<file path="src/hw/rtl/jss_pkg.sv">
// Shared types and constants for the JTAG scan sequencer.
// Used by the controller, the datapath and the top level; no dependencies.
`default_nettype none

package jss_pkg;

    localparam int DEFAULT_PORTS = 4;
    localparam int RESET_CLOCKS  = 5;
    localparam logic [7:0] BYTE_FULL = 8'hFF;
    localparam logic [3:0] BYTE_BITS = 4'd8;

    localparam logic [1:0] CMD_RESET = 2'd0;
    localparam logic [1:0] CMD_RUN   = 2'd1;
    localparam logic [1:0] CMD_SCAN  = 2'd2;

    // Controller to datapath.
    typedef struct packed {
        logic load;   // capture the incoming transaction
        logic emit;   // write one TCK cycle into the output register
        logic tms;
        logic shift;  // this cycle shifts a data bit
        logic done;   // byte_done for this cycle
        logic last;   // final cycle of the transaction
    } t_dp_cmd;

    // Datapath to controller.
    typedef struct packed {
        logic [1:0] cmd;
        logic       port_ok;
        logic       ir;
        logic       first;
        logic       lastb;
        logic [3:0] bc;
        logic       empty;
        logic       out_free;
    } t_dp_status;

endpackage

`default_nettype wire

</file>
<file path="src/hw/rtl/jss_datapath.sv">
// Datapath of the JTAG scan sequencer: item registers, read merge, TDI shifter
// and the output register. Depends on jss_pkg.
`default_nettype none

module jss_datapath
    import jss_pkg::*;
#(
    parameter int PORTS = DEFAULT_PORTS
) (
    input  wire logic       i_clk,
    input  wire logic       i_rst_n,
    input  wire t_dp_cmd    i_cmd,
    output t_dp_status      o_status,
    input  wire logic [1:0] i_command,
    input  wire logic [1:0] i_port_index,
    input  wire logic       i_select_ir,
    input  wire logic       i_read_mode,
    input  wire logic       i_first_byte,
    input  wire logic       i_last_byte,
    input  wire logic [3:0] i_bit_count,
    input  wire logic [7:0] i_data_byte,
    input  wire logic [7:0] i_tdo_bits,
    output logic            o_out_valid,
    input  wire logic       i_out_stall,
    output logic [1:0]      o_port_index_out,
    output logic            o_tms_level,
    output logic            o_tdi_level,
    output logic [7:0]      o_result_byte,
    output logic            o_byte_done,
    output logic            o_last
);

    localparam logic [4:0] PortsW = 5'(PORTS);

    logic [1:0] r_cmd;
    logic [1:0] r_port;
    logic       r_port_ok;
    logic       r_ir;
    logic       r_rd;
    logic       r_first;
    logic       r_lastb;
    logic [3:0] r_bc;
    logic [7:0] r_sh;
    logic [7:0] r_rb;

    logic [3:0] bc_clamp;
    logic [7:0] mask;
    logic [7:0] rb;

    always_comb begin
        if (!i_last_byte || i_bit_count > BYTE_BITS) begin
            bc_clamp = BYTE_BITS;
        end else begin
            bc_clamp = i_bit_count;
        end
        mask = 8'(BYTE_FULL << (BYTE_BITS - bc_clamp));
        rb   = i_read_mode ? ((i_data_byte & ~mask) | (i_tdo_bits & mask)) : i_data_byte;
    end

    always_ff @(posedge i_clk) begin
        if (i_cmd.load) begin
            r_cmd     <= i_command;
            r_port    <= i_port_index;
            r_port_ok <= ({3'b000, i_port_index} < PortsW);
            r_ir      <= i_select_ir;
            r_rd      <= i_read_mode;
            r_first   <= i_first_byte;
            r_lastb   <= i_last_byte;
            r_bc      <= bc_clamp;
            r_sh      <= i_data_byte;
            r_rb      <= rb;
        end else if (i_cmd.emit && i_cmd.shift) begin
            r_sh <= {r_sh[6:0], 1'b0};
        end
    end

    always_ff @(posedge i_clk) begin
        if (!i_rst_n) begin
            o_out_valid <= 1'b0;
        end else if (i_cmd.emit) begin
            o_out_valid <= 1'b1;
        end else if (!i_out_stall) begin
            o_out_valid <= 1'b0;
        end
    end

    always_ff @(posedge i_clk) begin
        if (i_cmd.emit) begin
            o_port_index_out <= r_port;
            o_tms_level      <= i_cmd.tms;
            o_tdi_level      <= i_cmd.shift && !r_rd && r_sh[7];
            o_result_byte    <= i_cmd.done ? r_rb : 8'h00;
            o_byte_done      <= i_cmd.done;
            o_last           <= i_cmd.last;
        end
    end

    always_comb begin
        o_status.cmd      = r_cmd;
        o_status.port_ok  = r_port_ok;
        o_status.ir       = r_ir;
        o_status.first    = r_first;
        o_status.lastb    = r_lastb;
        o_status.bc       = r_bc;
        o_status.empty    = r_first && r_lastb && (r_bc == 4'd0);
        o_status.out_free = !o_out_valid || !i_out_stall;
    end

endmodule

`default_nettype wire

</file>
<file path="src/hw/rtl/jss_controller.sv">
// Controller of the JTAG scan sequencer: walks the TAP clock sequence of one
// transaction, one TCK cycle per free output slot. Depends on jss_pkg.
`default_nettype none

module jss_controller
    import jss_pkg::*;
(
    input  wire logic       i_clk,
    input  wire logic       i_rst_n,
    input  wire logic       i_in_valid,
    output logic            o_in_stall,
    input  wire t_dp_status i_status,
    output t_dp_cmd         o_cmd
);

    localparam logic [3:0] S_IDLE     = 4'd0;
    localparam logic [3:0] S_DISPATCH = 4'd1;
    localparam logic [3:0] S_RST1     = 4'd2;
    localparam logic [3:0] S_RST0     = 4'd3;
    localparam logic [3:0] S_RUN      = 4'd4;
    localparam logic [3:0] S_SEL_DR   = 4'd5;
    localparam logic [3:0] S_SEL_IR   = 4'd6;
    localparam logic [3:0] S_CAPTURE  = 4'd7;
    localparam logic [3:0] S_TO_SHIFT = 4'd8;
    localparam logic [3:0] S_ZERO     = 4'd9;
    localparam logic [3:0] S_SHIFT    = 4'd10;
    localparam logic [3:0] S_UPDATE   = 4'd11;

    localparam logic [2:0] RstLast = 3'(RESET_CLOCKS - 1);

    logic [3:0] r_state, n_state;
    logic [2:0] r_cnt, n_cnt;
    logic       fin;

    assign fin        = ({1'b0, r_cnt} + 4'd1) == i_status.bc;
    assign o_in_stall = (r_state != S_IDLE);

    always_comb begin
        n_state     = r_state;
        n_cnt       = r_cnt;
        o_cmd       = '0;
        unique case (r_state)
            S_IDLE: begin
                if (i_in_valid) begin
                    o_cmd.load = 1'b1;
                    n_state    = S_DISPATCH;
                end
            end
            S_DISPATCH: begin
                n_cnt = 3'd0;
                if (!i_status.port_ok) begin
                    n_state = S_IDLE;
                end else begin
                    unique case (i_status.cmd)
                        CMD_RESET: n_state = S_RST1;
                        CMD_RUN:   n_state = S_RUN;
                        CMD_SCAN: begin
                            if (i_status.first) begin
                                n_state = S_SEL_DR;
                            end else if (i_status.bc == 4'd0) begin
                                n_state = S_ZERO;
                            end else begin
                                n_state = S_SHIFT;
                            end
                        end
                        default:   n_state = S_IDLE;
                    endcase
                end
            end
            S_RST1: begin
                if (i_status.out_free) begin
                    o_cmd.emit = 1'b1;
                    o_cmd.tms  = 1'b1;
                    if (r_cnt == RstLast) begin
                        n_state = S_RST0;
                    end else begin
                        n_cnt = r_cnt + 3'd1;
                    end
                end
            end
            S_RST0, S_RUN: begin
                if (i_status.out_free) begin
                    o_cmd.emit = 1'b1;
                    o_cmd.last = 1'b1;
                    n_state    = S_IDLE;
                end
            end
            S_SEL_DR: begin
                if (i_status.out_free) begin
                    o_cmd.emit = 1'b1;
                    o_cmd.tms  = 1'b1;
                    n_state    = i_status.ir ? S_SEL_IR : S_CAPTURE;
                end
            end
            S_SEL_IR: begin
                if (i_status.out_free) begin
                    o_cmd.emit = 1'b1;
                    o_cmd.tms  = 1'b1;
                    n_state    = S_CAPTURE;
                end
            end
            S_CAPTURE: begin
                if (i_status.out_free) begin
                    o_cmd.emit = 1'b1;
                    // The empty scan skips the move to Shift-DR/IR.
                    n_state    = i_status.empty ? S_ZERO : S_TO_SHIFT;
                end
            end
            S_TO_SHIFT: begin
                if (i_status.out_free) begin
                    o_cmd.emit = 1'b1;
                    n_state    = (i_status.bc == 4'd0) ? S_ZERO : S_SHIFT;
                end
            end
            S_ZERO: begin
                if (i_status.out_free) begin
                    o_cmd.emit = 1'b1;
                    o_cmd.tms  = 1'b1;
                    o_cmd.done = 1'b1;
                    o_cmd.last = !i_status.lastb;
                    n_state    = i_status.lastb ? S_UPDATE : S_IDLE;
                end
            end
            S_SHIFT: begin
                if (i_status.out_free) begin
                    o_cmd.emit  = 1'b1;
                    o_cmd.shift = 1'b1;
                    o_cmd.tms   = i_status.lastb && fin;
                    o_cmd.done  = fin;
                    o_cmd.last  = fin && !i_status.lastb;
                    if (fin) begin
                        n_state = i_status.lastb ? S_UPDATE : S_IDLE;
                    end else begin
                        n_cnt = r_cnt + 3'd1;
                    end
                end
            end
            S_UPDATE: begin
                if (i_status.out_free) begin
                    o_cmd.emit = 1'b1;
                    o_cmd.tms  = 1'b1;
                    o_cmd.last = 1'b1;
                    n_state    = S_IDLE;
                end
            end
            default: begin
                n_state = S_IDLE;
            end
        endcase
    end

    always_ff @(posedge i_clk) begin
        if (!i_rst_n) begin
            r_state <= S_IDLE;
            r_cnt   <= 3'd0;
        end else begin
            r_state <= n_state;
            r_cnt   <= n_cnt;
        end
    end

endmodule

`default_nettype wire

</file>
<file path="src/hw/rtl/jtag_scan_sequencer_top.sv">
// JTAG scan sequencer: one transaction in, one TCK cycle per result out.
// After acceptance the item is loaded, the controller dispatches it, and the first
// result enters the output register from the first TCK state that finds a free slot.
// One transaction at a time, with up to 13 TCK results for a scan byte, one per free
// output slot, set by the sequencing FSM; one with no clocks returns from dispatch to idle.
// Reset (synchronous, active low) returns the controller to idle and empties the output.
`default_nettype none

module jtag_scan_sequencer_top
    import jss_pkg::*;
#(
    parameter int PORTS = DEFAULT_PORTS
) (
    input  wire logic       i_clk,
    input  wire logic       i_rst_n,
    input  wire logic       i_in_valid,
    output logic            o_in_stall,
    input  wire logic [1:0] i_command,
    input  wire logic [1:0] i_port_index,
    input  wire logic       i_select_ir,
    input  wire logic       i_read_mode,
    input  wire logic       i_first_byte,
    input  wire logic       i_last_byte,
    input  wire logic [3:0] i_bit_count,
    input  wire logic [7:0] i_data_byte,
    input  wire logic [7:0] i_tdo_bits,
    output logic            o_out_valid,
    input  wire logic       i_out_stall,
    output logic [1:0]      o_port_index_out,
    output logic            o_tms_level,
    output logic            o_tdi_level,
    output logic [7:0]      o_result_byte,
    output logic            o_byte_done,
    output logic            o_last
);

    t_dp_cmd    dp_cmd;
    t_dp_status dp_status;

    jss_controller u_ctrl (
        .i_clk      (i_clk),
        .i_rst_n    (i_rst_n),
        .i_in_valid (i_in_valid),
        .o_in_stall (o_in_stall),
        .i_status   (dp_status),
        .o_cmd      (dp_cmd)
    );

    jss_datapath #(
        .PORTS (PORTS)
    ) u_dp (
        .i_clk            (i_clk),
        .i_rst_n          (i_rst_n),
        .i_cmd            (dp_cmd),
        .o_status         (dp_status),
        .i_command        (i_command),
        .i_port_index     (i_port_index),
        .i_select_ir      (i_select_ir),
        .i_read_mode      (i_read_mode),
        .i_first_byte     (i_first_byte),
        .i_last_byte      (i_last_byte),
        .i_bit_count      (i_bit_count),
        .i_data_byte      (i_data_byte),
        .i_tdo_bits       (i_tdo_bits),
        .o_out_valid      (o_out_valid),
        .i_out_stall      (i_out_stall),
        .o_port_index_out (o_port_index_out),
        .o_tms_level      (o_tms_level),
        .o_tdi_level      (o_tdi_level),
        .o_result_byte    (o_result_byte),
        .o_byte_done      (o_byte_done),
        .o_last           (o_last)
    );

endmodule

`default_nettype wire

</file>
<file path="config.mk">
export PLATFORM = sky130hd
export DESIGN_NAME = jtag_scan_sequencer_top
export DESIGN_NICKNAME = d
export VERILOG_FILES = /design/src/hw/rtl/jss_pkg.sv /design/src/hw/rtl/jss_datapath.sv /design/src/hw/rtl/jss_controller.sv /design/src/hw/rtl/jtag_scan_sequencer_top.sv
export SDC_FILE = /design/constraint.sdc
export NUM_CORES = 1
export LEC_CHECK = 0
export BUFFER_PORTS_ARGS = -buffer_cell sky130_fd_sc_hd__buf_2
export CAP_MARGIN = 15
export CORE_AREA = 2 2 71 73
export DETAILED_ROUTE_END_ITERATION = 10
export DIE_AREA = 0 0 73 75
export PLACE_DENSITY_LB_ADDON = 0.3
export SLEW_MARGIN = 20
export SYNTH_ARGS = -nofsm -noshare
export SYNTH_HDL_FRONTEND = slang
export SYNTH_SLANG_ARGS = --single-unit
export TNS_END_PERCENT = 10
</file>
<file path="constraint.sdc">
create_clock -name i_clk -period 2.4 [get_ports i_clk]
set_input_delay 0.48 -clock i_clk [delete_from_list [all_inputs] [get_ports i_clk]]
set_output_delay 0.48 -clock i_clk [all_outputs]
set_load 0.05 [all_outputs]
</file>
==> out/metrics.cfg, run 1 <==
[timing]
fin_crit_sh=0.873
hold_viol=0
slew_viol_final=0
skew_ns=0.00792
holdWs_ns=0.349
fmaxAchievable_mhz=477
slew_headroom=0.583
grt_setup_unrepaired=false
fin_tns_setup_ns=0
setup_violations=0
worst_pin_slew_ns=0.625
fin_crit_ns=2.10

[synthesis]
synthSimpleGateAreaFrac=0.173
synth_seq_area_share=0.560
synth_xor_area_frac=0.0172
async_reset_ff_frac=0
syn_area_um2=2540
muxShareOfSynthArea=0.0704
synthDistinctLibCells=48
yosysWarnings=0
synth_top_family_by_area=simple AND/OR/NAND/NOR gates
synth_adder_area_share=0.0286
synth-compound-area-share=0.118
synth-seq-cells=50
syn_avg_cell_area_um2=11.8
synth_nets=252
netlist_instances=215
synthFlopType=edfxtp_1
synth-edff-count=42

[worst_setup_path]
startpoint_type=flip-flop
critPathMaxFanout=10
worstSetupPathType=flip-flop to flip-flop
endpoint_kind=flip-flop
cp_slowest_stage_delay_ns=0.45
cp.required_ns=2.58
slowest_stage=dfxtp_1
crit_chain=inv_1 -> ha_1 -> xor2_1 -> a21o_1 -> nor4b_4 -> o21a_2 -> and2_1
path_delay_family=compound AO/OA/AOI/OAI gates
cp.arrival_ns=2.28
critPathBufInv=1

[grt]
antenna_found_initial=0
grt_start_max_net_pins=17
grt_pass1_vias=1772
grt_pass1_wl_um=8080
overflow=0
grtUsageTotal=0.198

[cells_and_area]
antenna_cells=0
nets=308
syn_to_final_growth_pct=16.8
drive_gt1_frac=0.316
nFillCells=383

[floorplan]
rows=25
dieArea_um2=5480
design.core.area_um2=4660
die_w_um=73
ios=48
start_util=0.545
die_h_um=75

[routing]
wirelength_um=5100
drc=0
drt-initial-drc-count=205
wl_per_cell_um=15.6
route.vias.total=1847
first_pass_iters=4
viasPerCell=5.67
drtAntennaViolNets=0

[clock_network]
htreeDepth=2
cts_tree=done
clock_path_buffers=2
cts_resized=0
numCtsBuffers=5
postCtsSetupBuffers=0
clk_latency_ns=0.30
clkTransAtPathRegs_ns=0.10
cts_sinks=50
postCtsHoldBufs=0
cts-root-buf=clkbuf_8

[flow_run]
maxCapViolCount=0

[outcome]
outcome=complete, no violations

[pwr]
p_leak_nw=1.17
p_total_mw=3.59
power_density_nw_per_um2=1210
peakVddDrop_v=0.000558

[place]
io_buffers=47
place_hpwl_um=3770
gp_congestion=0.887

[worst_hold_path]
hold_class=primary input to flip-flop

[final timing paths]
path | start | slack, ns | endpoint | cells after the start
setup / recovery | u_ctrl.r_cnt[0] | 0.30 | u_dp.o_result_byte[4] | 7
hold / removal | i_command[0] | 0.35 | u_dp.r_cmd[0] | 1
setup reg to reg | u_ctrl.r_cnt[0] | 0.30 | u_dp.o_result_byte[4] | 7
hold reg to reg | u_dp.r_port[0] | 0.43 | u_dp.o_port_index_out[0] | 0
[synthesized netlist by cell type, types with 2 or more instances]
| cell | n | area share |
|---|---|---|
| o21bai_1 | 2 | 0.0059 |
| xor2_1 | 3 | 0.010 |
| and2_1 | 12 | 0.030 |
| or4_1 | 2 | 0.0059 |
| mux2_2 | 15 | 0.067 |
| clkbuf_1 | 6 | 0.0089 |
| nor3_1 | 5 | 0.0099 |
| edfxtp_1 | 42 | 0.50 |
| nor2_1 | 7 | 0.010 |
| nor4_1 | 3 | 0.0074 |
| dfxtp_1 | 8 | 0.063 |
| a21o_1 | 2 | 0.0059 |
| and3_1 | 3 | 0.0074 |
| nor2b_1 | 4 | 0.0099 |
| o21ai_0 | 12 | 0.024 |
| a211oi_1 | 4 | 0.012 |
| a31oi_1 | 3 | 0.0074 |
| nand3b_1 | 6 | 0.018 |
| nand4b_1 | 3 | 0.010 |
| nand2_1 | 19 | 0.028 |
| ha_1 | 5 | 0.025 |
| nand2b_1 | 3 | 0.0074 |
| inv_1 | 12 | 0.018 |
| nand3_1 | 2 | 0.0039 |
| a21oi_1 | 8 | 0.016 |
| xnor2_1 | 2 | 0.0069 |
[cells by family after synthesis]
kind of cell             after synthesis
multiplexers                          16
buffers and inverters                 20
adder cells (fa/ha/maj)                6
AO/OA/AOI/OAI                         43
XOR/XNOR                               5
AND/OR/NAND/NOR                       75
flip-flops                            50
[worst register-to-register path, cell delays in order (launching register included)]
cell     delay (ns)
dfxtp_1        0.45
inv_1          0.09
ha_1           0.33
xor2_1         0.15
a21o_1         0.19
nor4b_4        0.32
o21a_2         0.29
and2_1         0.15
[placed cells by master (no fill, tap or decap), types with 2 or more instances in the layout]
cell      count
edfxtp_1     42
nor2_1        7
o21ai_0      12
and2_1       12
xor2_1        3
nand2b_1      3
a21o_1        2
nand2_1      19
buf_2        47
a21oi_1       8
a211oi_1      4
dfxtp_1       8
nor4_1        3
nor2b_1       4
nand4b_1      3
nor3_1        5
or4_1         2
buf_4        10
a31oi_1       3
nand3b_1      6
xnor2_1       2
ha_1          5
clkbuf_8      5
nand3_1       2
mux2_2       15
inv_1        12
o21bai_1      2
and3_1        3
[state kept, by name, indices dropped and copies added (netlist names), 2 cells and up]
signal	cells
u_dp.o_result_byte	8
u_dp.r_rb	8
u_dp.r_sh	8
u_ctrl.r_state	4
u_dp.r_bc	4
u_ctrl.r_cnt	3
u_dp.o_port_index_out	2
u_dp.r_cmd	2
u_dp.r_port	2
[per-layer routing]
layer	global-route usage	vias to the layer above	share of wire
met5	0	-	0
met3	0.0455	14	0.053
met2	0.330	70	0.48
li1	-	904	-
met1	0.243	859	0.44
met4	0.0988	0	0.028
[cell type report]
| class | instances | area, um2 | area share |
|---|---|---|---|
| well taps | 54 | 67.6 | 0.0228 |
| multi-input cells | 145 | 1030 | 0.349 |
| clock inverters | 3 | 20.0 | 0.00675 |
| repair buffers | 57 | 310 | 0.105 |
| inverters | 12 | 45.0 | 0.0152 |
| clock buffers | 5 | 68.8 | 0.0232 |
| flip-flops and latches | 50 | 1420 | 0.479 |
[per-stage QoR]
stage	cell area, um2	setup slack, ns	utilization	std cells
after CTS	2970	0.311	0.637	326
after global routing	2970	0.154	0.637	326
after global placement	2880	0.140	0.618	318
after detailed placement	2880	0.00146	0.618	318
final	2970	0.305	0.637	326
after floorplan	2540	0.337	-	215
[report_power, final]
part | internal [mW] | total (mW) | switching (mW)
Sequential | 1.34 | 1.51 | 0.171
Combinational | 0.527 | 1.60 | 1.07
Clock | 0.206 | 0.487 | 0.282
Note: power is estimated with default switching activity, not from simulation.
==> inputs of run 2 (changes only) <==
--- a/config.mk
+++ b/config.mk
@@ -5,11 +5,12 @@
 export SDC_FILE = /design/constraint.sdc
 export NUM_CORES = 1
 export LEC_CHECK = 0
+export ABC_AREA = 1
 export BUFFER_PORTS_ARGS = -buffer_cell sky130_fd_sc_hd__buf_2
 export CAP_MARGIN = 15
-export CORE_AREA = 2 2 71 73
+export CORE_AREA = 2 2 72 74
 export DETAILED_ROUTE_END_ITERATION = 10
-export DIE_AREA = 0 0 73 75
+export DIE_AREA = 0 0 74 76
 export PLACE_DENSITY_LB_ADDON = 0.3
 export SLEW_MARGIN = 20
 export SYNTH_ARGS = -nofsm -noshare
==> run 2 against run 1 <==
Compared with the run above: design area is 2.1% higher; utilization down 2.0 points; sequential share of layout area decreased by 0.99 points; area after synthesis rose by 1.7%; register-to-register slack improved by 0.095 ns; critical path type is now primary input to flip-flop; sequential power barely moved; global-route usage decreased by 0.22 points; first-iteration DRC count down 44%; worst hold slack got worse by 0.0049 ns; routed wire length is 1.6% lower; clock skew rose by 0.0022 ns.
==> out/metrics.cfg, run 2 <==
[timing]
skew_ns=0.0102  ; was 0.00792 ns
holdWs_ns=0.345  ; was 0.349 ns
setup_violations=0  ; unchanged
slew_viol_final=0  ; unchanged
slew_headroom=0.767  ; was 0.583
fmaxAchievable_mhz=472  ; was 477 MHz
worst_pin_slew_ns=0.348  ; was 0.625 ns
grt_setup_unrepaired=false  ; unchanged
fin_crit_ns=2.12  ; was 2.10 ns
fin_crit_sh=0.883  ; was 0.873
hold_viol=0  ; unchanged

[place]
gp_congestion=0.886  ; was 0.887
io_buffers=47  ; unchanged
place_hpwl_um=3820  ; was 3770 um

[worst_setup_path]
endpoint_kind=flip-flop  ; unchanged
cp.required_ns=2.47  ; was 2.58 ns
worstSetupPathType=primary input to flip-flop  ; was flip-flop to flip-flop
cp_common_cell=inv_1
cp_slowest_stage_delay_ns=0.27  ; was 0.45 ns
regToRegSetupSlack_ns=0.40  ; was 0.30 ns
crit_chain=buf_2 -> inv_1 -> nor2_1 -> inv_1 -> nor2_1 -> inv_1 -> ha_1 -> xor2_1 -> nor2_1 -> nand2_1 -> o21ai_0 -> inv_1  ; was inv_1 -> ha_1 -> xor2_1 -> a21o_1 -> nor4b_4 -> o21a_2 -> and2_1
slowest_stage=nor2_1  ; was dfxtp_1
cp.arrival_ns=2.19  ; was 2.28 ns
critPathMaxFanout=5  ; was 10
path_delay_family=simple AND/OR/NAND/NOR gates  ; was compound AO/OA/AOI/OAI gates
rr_endpoint=u_dp.o_result_byte[7]  ; was u_dp.o_result_byte[4]
startpoint_type=primary input  ; was flip-flop
timing.rr.start=u_ctrl.r_cnt[0]  ; unchanged
reg2reg_depth=11  ; was 7
critPathBufInv=5  ; was 1

[grt]
grt_pass1_wl_um=8500  ; was 8080 um
grt_start_max_net_pins=21  ; was 17
grt_pass1_vias=1926  ; was 1772
antenna_found_initial=0  ; unchanged
grtUsageTotal=0.196  ; was 0.198
overflow=0  ; unchanged

[cells_and_area]
reg_top3=u_dp.o_result_byte (8), u_dp.r_rb (8), u_dp.r_sh (8)  ; unchanged
syn_to_final_growth_pct=17.3  ; was 16.8%
antenna_cells=0  ; unchanged
drive_gt1_frac=0.182  ; was 0.316
final_common_cell=nand2_1  ; was buf_2
layout_common_cells=91 x nand2_1, 62 x inv_1, 47 x buf_2, 46 x nor2_1, 42 x edfxtp_1  ; was 47 x buf_2, 42 x edfxtp_1, 19 x nand2_1, 15 x mux2_2
nets=409  ; was 308
nFillCells=433  ; was 383

[clock_network]
cts-root-buf=clkbuf_8  ; unchanged
numCtsBuffers=5  ; unchanged
clock_path_buffers=2  ; unchanged
clk_latency_ns=0.31  ; was 0.30 ns
cts_sinks=50  ; unchanged
htreeDepth=2  ; unchanged
postCtsSetupBuffers=0  ; unchanged
postCtsHoldBufs=0  ; unchanged
cts_resized=0  ; unchanged
clkTransAtPathRegs_ns=0.10  ; about the same
cts_tree=done  ; unchanged

[synthesis]
synthFlopType=edfxtp_1  ; unchanged
ys_top_cells_by_count=91 x nand2_1, 62 x inv_1, 46 x nor2_1  ; was 42 x edfxtp_1, 19 x nand2_1, 15 x mux2_2
netlist_instances=318  ; was 215
syn_area_um2=2580  ; was 2540 um2
synth.area.top_cells=edfxtp_1 49%, nand2_1 13%, inv_1 9.0%, nor2_1 6.7%, dfxtp_1 6.2%  ; was edfxtp_1 50%, mux2_2 6.7%, dfxtp_1 6.3%, and2_1 3.0%, nand2_1 2.8%
synth.top_cell.area_share=0.488  ; was 0.497
yosysWarnings=0  ; unchanged
syn_avg_cell_area_um2=8.12  ; was 11.8 um2
synth-seq-cells=50  ; unchanged
synth-edff-count=42  ; unchanged
yosysTopAreaCell=edfxtp_1  ; unchanged
async_reset_ff_frac=0  ; unchanged
synthDistinctLibCells=24  ; was 48
synth_most_common_cell=nand2_1  ; was edfxtp_1
synth_seq_area_share=0.550  ; was 0.560
synth_nets=355  ; was 252

[pwr]
power_density_nw_per_um2=1250  ; was 1210 nW/um2
peakVddDrop_v=0.000684  ; was 0.000558 V
p_total_mw=3.79  ; was 3.59 mW
p_leak_nw=1.51  ; was 1.17 nW

[routing]
viasPerCell=4.78  ; was 5.67
drt-initial-drc-count=114  ; was 205
route.vias.total=2116  ; was 1847
wirelength_um=5010  ; was 5100 um
first_pass_iters=5  ; was 4
drc=0  ; unchanged
wl_per_cell_um=11.3  ; was 15.6 um
drtAntennaViolNets=0  ; unchanged

[flow_run]
maxCapViolCount=0  ; unchanged

[worst_hold_path]
holdPathEnd=u_dp.r_port[0]  ; was u_dp.r_cmd[0]
holdPathStages=1  ; unchanged
hold_class=primary input to flip-flop  ; unchanged
min_from=i_port_index[0]  ; was i_command[0]

[floorplan]
start_util=0.526  ; was 0.545
rows=26  ; was 25
die_h_um=76  ; was 75 um
ios=48  ; unchanged
dieArea_um2=5620  ; was 5480 um2
design.core.area_um2=4910  ; was 4660 um2
die_w_um=74  ; was 73 um

[outcome]
outcome=complete, no violations  ; unchanged

[run 2: changes by cell type in the layout (fill, tap and decap cells not counted), sizes merged, moves of 12 or more]
| cell | before | now |
|---|---|---|
| nand2 | 19 | 92 |
| inv | 13 | 66 |
| nor2 | 7 | 51 |
| nand3 | 2 | 19 |
| mux2 | 15 | 0 |
| and2 | 12 | 0 |
[run 2: worst register-to-register path: stages (launching register included)]
cell	delay, ns
dfxtp_1	0.45
inv_1	0.09
ha_1	0.34
inv_1	0.07
nand2_1	0.05
nand2_1	0.05
nand2_1	0.05
nor2_1	0.16
nand3_2	0.21
a21oi_2	0.22
inv_2	0.09
nor2_1	0.10
[run 2: logic make-up (layout without fill, tap and decap cells)]
logic type,count (synthesis),in the layout,synth area share
XOR/XNOR,1,1,0.00339
AO/OA/AOI/OAI,29,29,0.0601
adder cells (fa/ha/maj),5,5,0.0242
AND/OR/NAND/NOR,166,166,0.263
flip-flops,50,50,0.550
buffers and inverters,67,122,0.0988
[run 2: cell type report]
| cell class | instances | area (um2) | area share |
|---|---|---|---|
| clock buffer | 5 | 68.8 | 0.0227 |
| clock inverter | 3 | 47.5 | 0.0157 |
| inverter | 65 | 244 | 0.0805 |
| multi-input combinational | 201 | 911 | 0.301 |
| sequential | 50 | 1420 | 0.469 |
| tap | 70 | 87.6 | 0.0289 |
| timing repair buffer | 49 | 250 | 0.0826 |
[run 2: per-stage QoR]
stage          instances  TNS, ns  worst slack, ns  area, um2  utilization
2_1_floorplan        318        0            0.116       2590            -
3_3_place_gp         435        0            0.180       2910        0.593
3_5_place_dp         435  -0.0279          -0.0279       2910        0.593
4_1_cts              443        0            0.277       3030        0.617
5_1_grt              443        0          0.00707       3030        0.617
6_report             443        0            0.282       3030        0.617
[run 2: worst max path at each step]
| stage | startpoint | end | slack [ns] | cells past startpoint |
|---|---|---|---|---|
| floorplan | u_ctrl.r_state[3] | u_dp.r_sh[0] | 0.12 | 6 |
| global placement | i_last_byte | u_dp.r_rb[1] | 0.18 | 12 |
| detailed placement | i_last_byte | u_dp.r_rb[2] | -0.03 | 12 |
| CTS | i_last_byte | u_dp.r_rb[1] | 0.28 | 12 |
| global route | i_last_byte | u_dp.r_rb[0] | 0.007 | 12 |
| finish | i_last_byte | u_dp.r_rb[1] | 0.28 | 12 |
[run 2: where the power goes]
part / switching [mW] / total, mW / internal (mW) / leakage (nW)
Clock: 0.293 / 0.609 / 0.316 / 0.0587
Sequential: 0.156 / 1.52 / 1.37 / 0.467
Combinational: 1.22 / 1.66 / 0.433 / 0.988
Total: 1.67 / 3.79 / 2.12 / 1.51
[run 2: routing by layer]
metal,vias up,track usage,part of all wire
met2,63,0.298,0.47
met5,-,0,0
li1,1102,-,-
met4,0,0.0709,0.020
met1,942,0.268,0.45
met3,9,0.0516,0.063
==> inputs of run 3 (changes only) <==
--- a/config.mk
+++ b/config.mk
@@ -12,6 +12,7 @@
 export DETAILED_ROUTE_END_ITERATION = 10
 export DIE_AREA = 0 0 74 76
 export PLACE_DENSITY_LB_ADDON = 0.3
+export RECOVER_POWER = 100
 export SLEW_MARGIN = 20
 export SYNTH_ARGS = -nofsm -noshare
 export SYNTH_HDL_FRONTEND = slang
==> run 3 against run 2 <==
Compared with the run above: maximum frequency fell by 0.84%; power down 1.5%; sequential share of layout area increased by 0.67 points; flip-flop and latch count is the same; die area unchanged; first-iteration DRC count grew 15%; clock power is essentially flat; critical path type is now flip-flop to flip-flop; critical endpoint is now u_dp.o_result_byte[7]; largest cell class unchanged; highest routed layer unchanged.
==> out/metrics.cfg, run 3 (synthesis results as in run 2) <==
[floorplan]
start_util=0.526  ; unchanged
rows=26  ; unchanged
dieArea_um2=5620  ; unchanged
ios=48  ; unchanged
die_h_um=76  ; unchanged
die_w_um=74  ; unchanged
design.core.area_um2=4910  ; unchanged

[clock_network]
clkTransAtPathRegs_ns=0.10  ; about the same
postCtsHoldBufs=0  ; unchanged
cts_sinks=50  ; unchanged
clk_latency_ns=0.31  ; about the same
htreeDepth=2  ; unchanged
cts-root-buf=clkbuf_8  ; unchanged
cts_resized=0  ; unchanged
cts_tree=done  ; unchanged
postCtsSetupBuffers=0  ; unchanged
clock_path_buffers=2  ; unchanged
numCtsBuffers=5  ; unchanged

[worst_setup_path]
crit_path_start=u_ctrl.r_cnt[0]  ; was i_last_byte
cp.arrival_ns=2.31  ; was 2.19 ns
critPathMaxFanout=8  ; was 5
endpoint_kind=flip-flop  ; unchanged
regToRegSetupSlack_ns=0.26  ; was 0.40 ns
reg2reg_depth=11  ; unchanged
rr_endpoint=u_dp.o_result_byte[7]  ; unchanged
timing.rr.start=u_ctrl.r_cnt[0]  ; unchanged
cp.required_ns=2.57  ; was 2.47 ns
worstSetupPathType=flip-flop to flip-flop  ; was primary input to flip-flop
startpoint_type=flip-flop  ; was primary input

[timing]
fin_crit_sh=0.890  ; was 0.883
slew_viol_final=0  ; unchanged
hold_viol=0  ; unchanged
worst_pin_slew_ns=0.821  ; was 0.348 ns
skew_ns=0.0106  ; was 0.0102 ns
grt_setup_unrepaired=false  ; unchanged
slew_headroom=0.453  ; was 0.767
setup_violations=0  ; unchanged
fmaxAchievable_mhz=468  ; was 472 MHz
fin_crit_ns=2.14  ; was 2.12 ns

[cells_and_area]
layout_common_cells=91 x nand2_1, 64 x inv_1, 48 x nor2_1, 42 x edfxtp_1, 30 x buf_2  ; was 91 x nand2_1, 62 x inv_1, 47 x buf_2, 46 x nor2_1, 42 x edfxtp_1
reg_top3=u_dp.o_result_byte (8), u_dp.r_rb (8), u_dp.r_sh (8)  ; unchanged
final_common_cell=nand2_1  ; unchanged
design_area_um2=2990  ; was 3030 um2
antenna_cells=0  ; unchanged
finalNonFillerCells=443  ; unchanged
syn_to_final_growth_pct=15.7  ; was 17.3%
drive_gt1_frac=0.121  ; was 0.182
nets=409  ; unchanged

[routing]
route.vias.total=2130  ; was 2116
drt-initial-drc-count=131  ; was 114
drc=0  ; unchanged
first_pass_iters=4  ; was 5
wirelength_um=5040  ; was 5010 um
viasPerCell=4.81  ; was 4.78
wl_per_cell_um=11.4  ; was 11.3 um
drtAntennaViolNets=0  ; unchanged

[place]
dp_cells=435  ; unchanged
gp_congestion=0.886  ; unchanged
io_buffers=47  ; unchanged
placedInstanceArea_um2=2910  ; unchanged
place_hpwl_um=3820  ; unchanged

[flow_run]
maxCapViolCount=0  ; unchanged

[grt]
grt_pass1_vias=1926  ; unchanged
globalRouteMet1Util=0.268  ; unchanged
globalRouteMet3Util=0.0516  ; unchanged
antenna_found_initial=0  ; unchanged
grt_pass1_wl_um=8500  ; unchanged
busiest_layer=met2  ; unchanged
grtUsageMet2=0.298  ; unchanged
grt_start_max_net_pins=21  ; unchanged
grtUsageTotal=0.196  ; unchanged
overflow=0  ; unchanged

[worst_hold_path]
holdPathStages=1  ; unchanged
holdPathEnd=u_dp.r_ir  ; was u_dp.r_port[0]
hold_class=primary input to flip-flop  ; unchanged
min_from=i_select_ir  ; was i_port_index[0]

[outcome]
outcome=complete, no violations  ; unchanged

[pwr]
peakVddDrop_v=0.000684  ; about the same
p_leak_nw=1.46  ; was 1.51 nW
power_density_nw_per_um2=1250  ; about the same

-- run 3: layer usage --
layer | vias up | share of wire
li1 | 1101 | -
met5 | - | 0
met3 | 9 | 0.061
met2 | 69 | 0.46
met4 | 0 | 0.020
met1 | 951 | 0.45
-- run 3: power by group --
group          internal [mW]  leakage (nW)  switching [mW]
Combinational          0.375         0.931            1.22
Clock                  0.316        0.0587           0.296
Sequential              1.37         0.467           0.160
-- run 3: stage by stage --
stage	utilization	worst slack, ns	hold slack, ns	TNS, ns	power (mW)
floorplan	-	0.116	0.400	0	2.82
global placement	0.593	0.180	0.403	0	3.16
detailed placement	0.593	-0.0279	0.407	-0.0279	3.20
CTS	0.617	0.277	0.333	0	3.81
global route	0.608	0.00708	0.324	0	4.00
finish	0.608	0.264	0.343	0	3.73
-- run 3: how the worst max path moves through the flow --
stage | to | depth (start not counted) | slack, ns
after floorplan | u_dp.r_sh[0] | 6 | 0.12
after global placement | u_dp.r_rb[1] | 12 | 0.18
after detailed placement | u_dp.r_rb[2] | 12 | -0.03
after CTS | u_dp.r_rb[1] | 12 | 0.28
after global routing | u_dp.r_rb[0] | 12 | 0.007
final | u_dp.o_result_byte[7] | 11 | 0.26
-- run 3: layout make-up --
cell class	count	area (um2)
fill	446	1920
sequential	50	1420
clock buffer	5	68.8
clock inverter	3	47.5
timing repair buffer	49	223
multi-input combinational	201	896
inverter	65	244
tap	70	87.6
-- run 3: worst max-delay path, stage by stage, from the launching register on --
cell and delay (ns):
dfxtp_1 0.45, inv_1 0.09, ha_1 0.34, inv_1 0.07, nand2_1 0.05, nand2_1 0.05, nand2_1 0.05, nor2_1 0.13
nand3_1 0.28, a21oi_2 0.24, inv_1 0.14, nor2_1 0.12
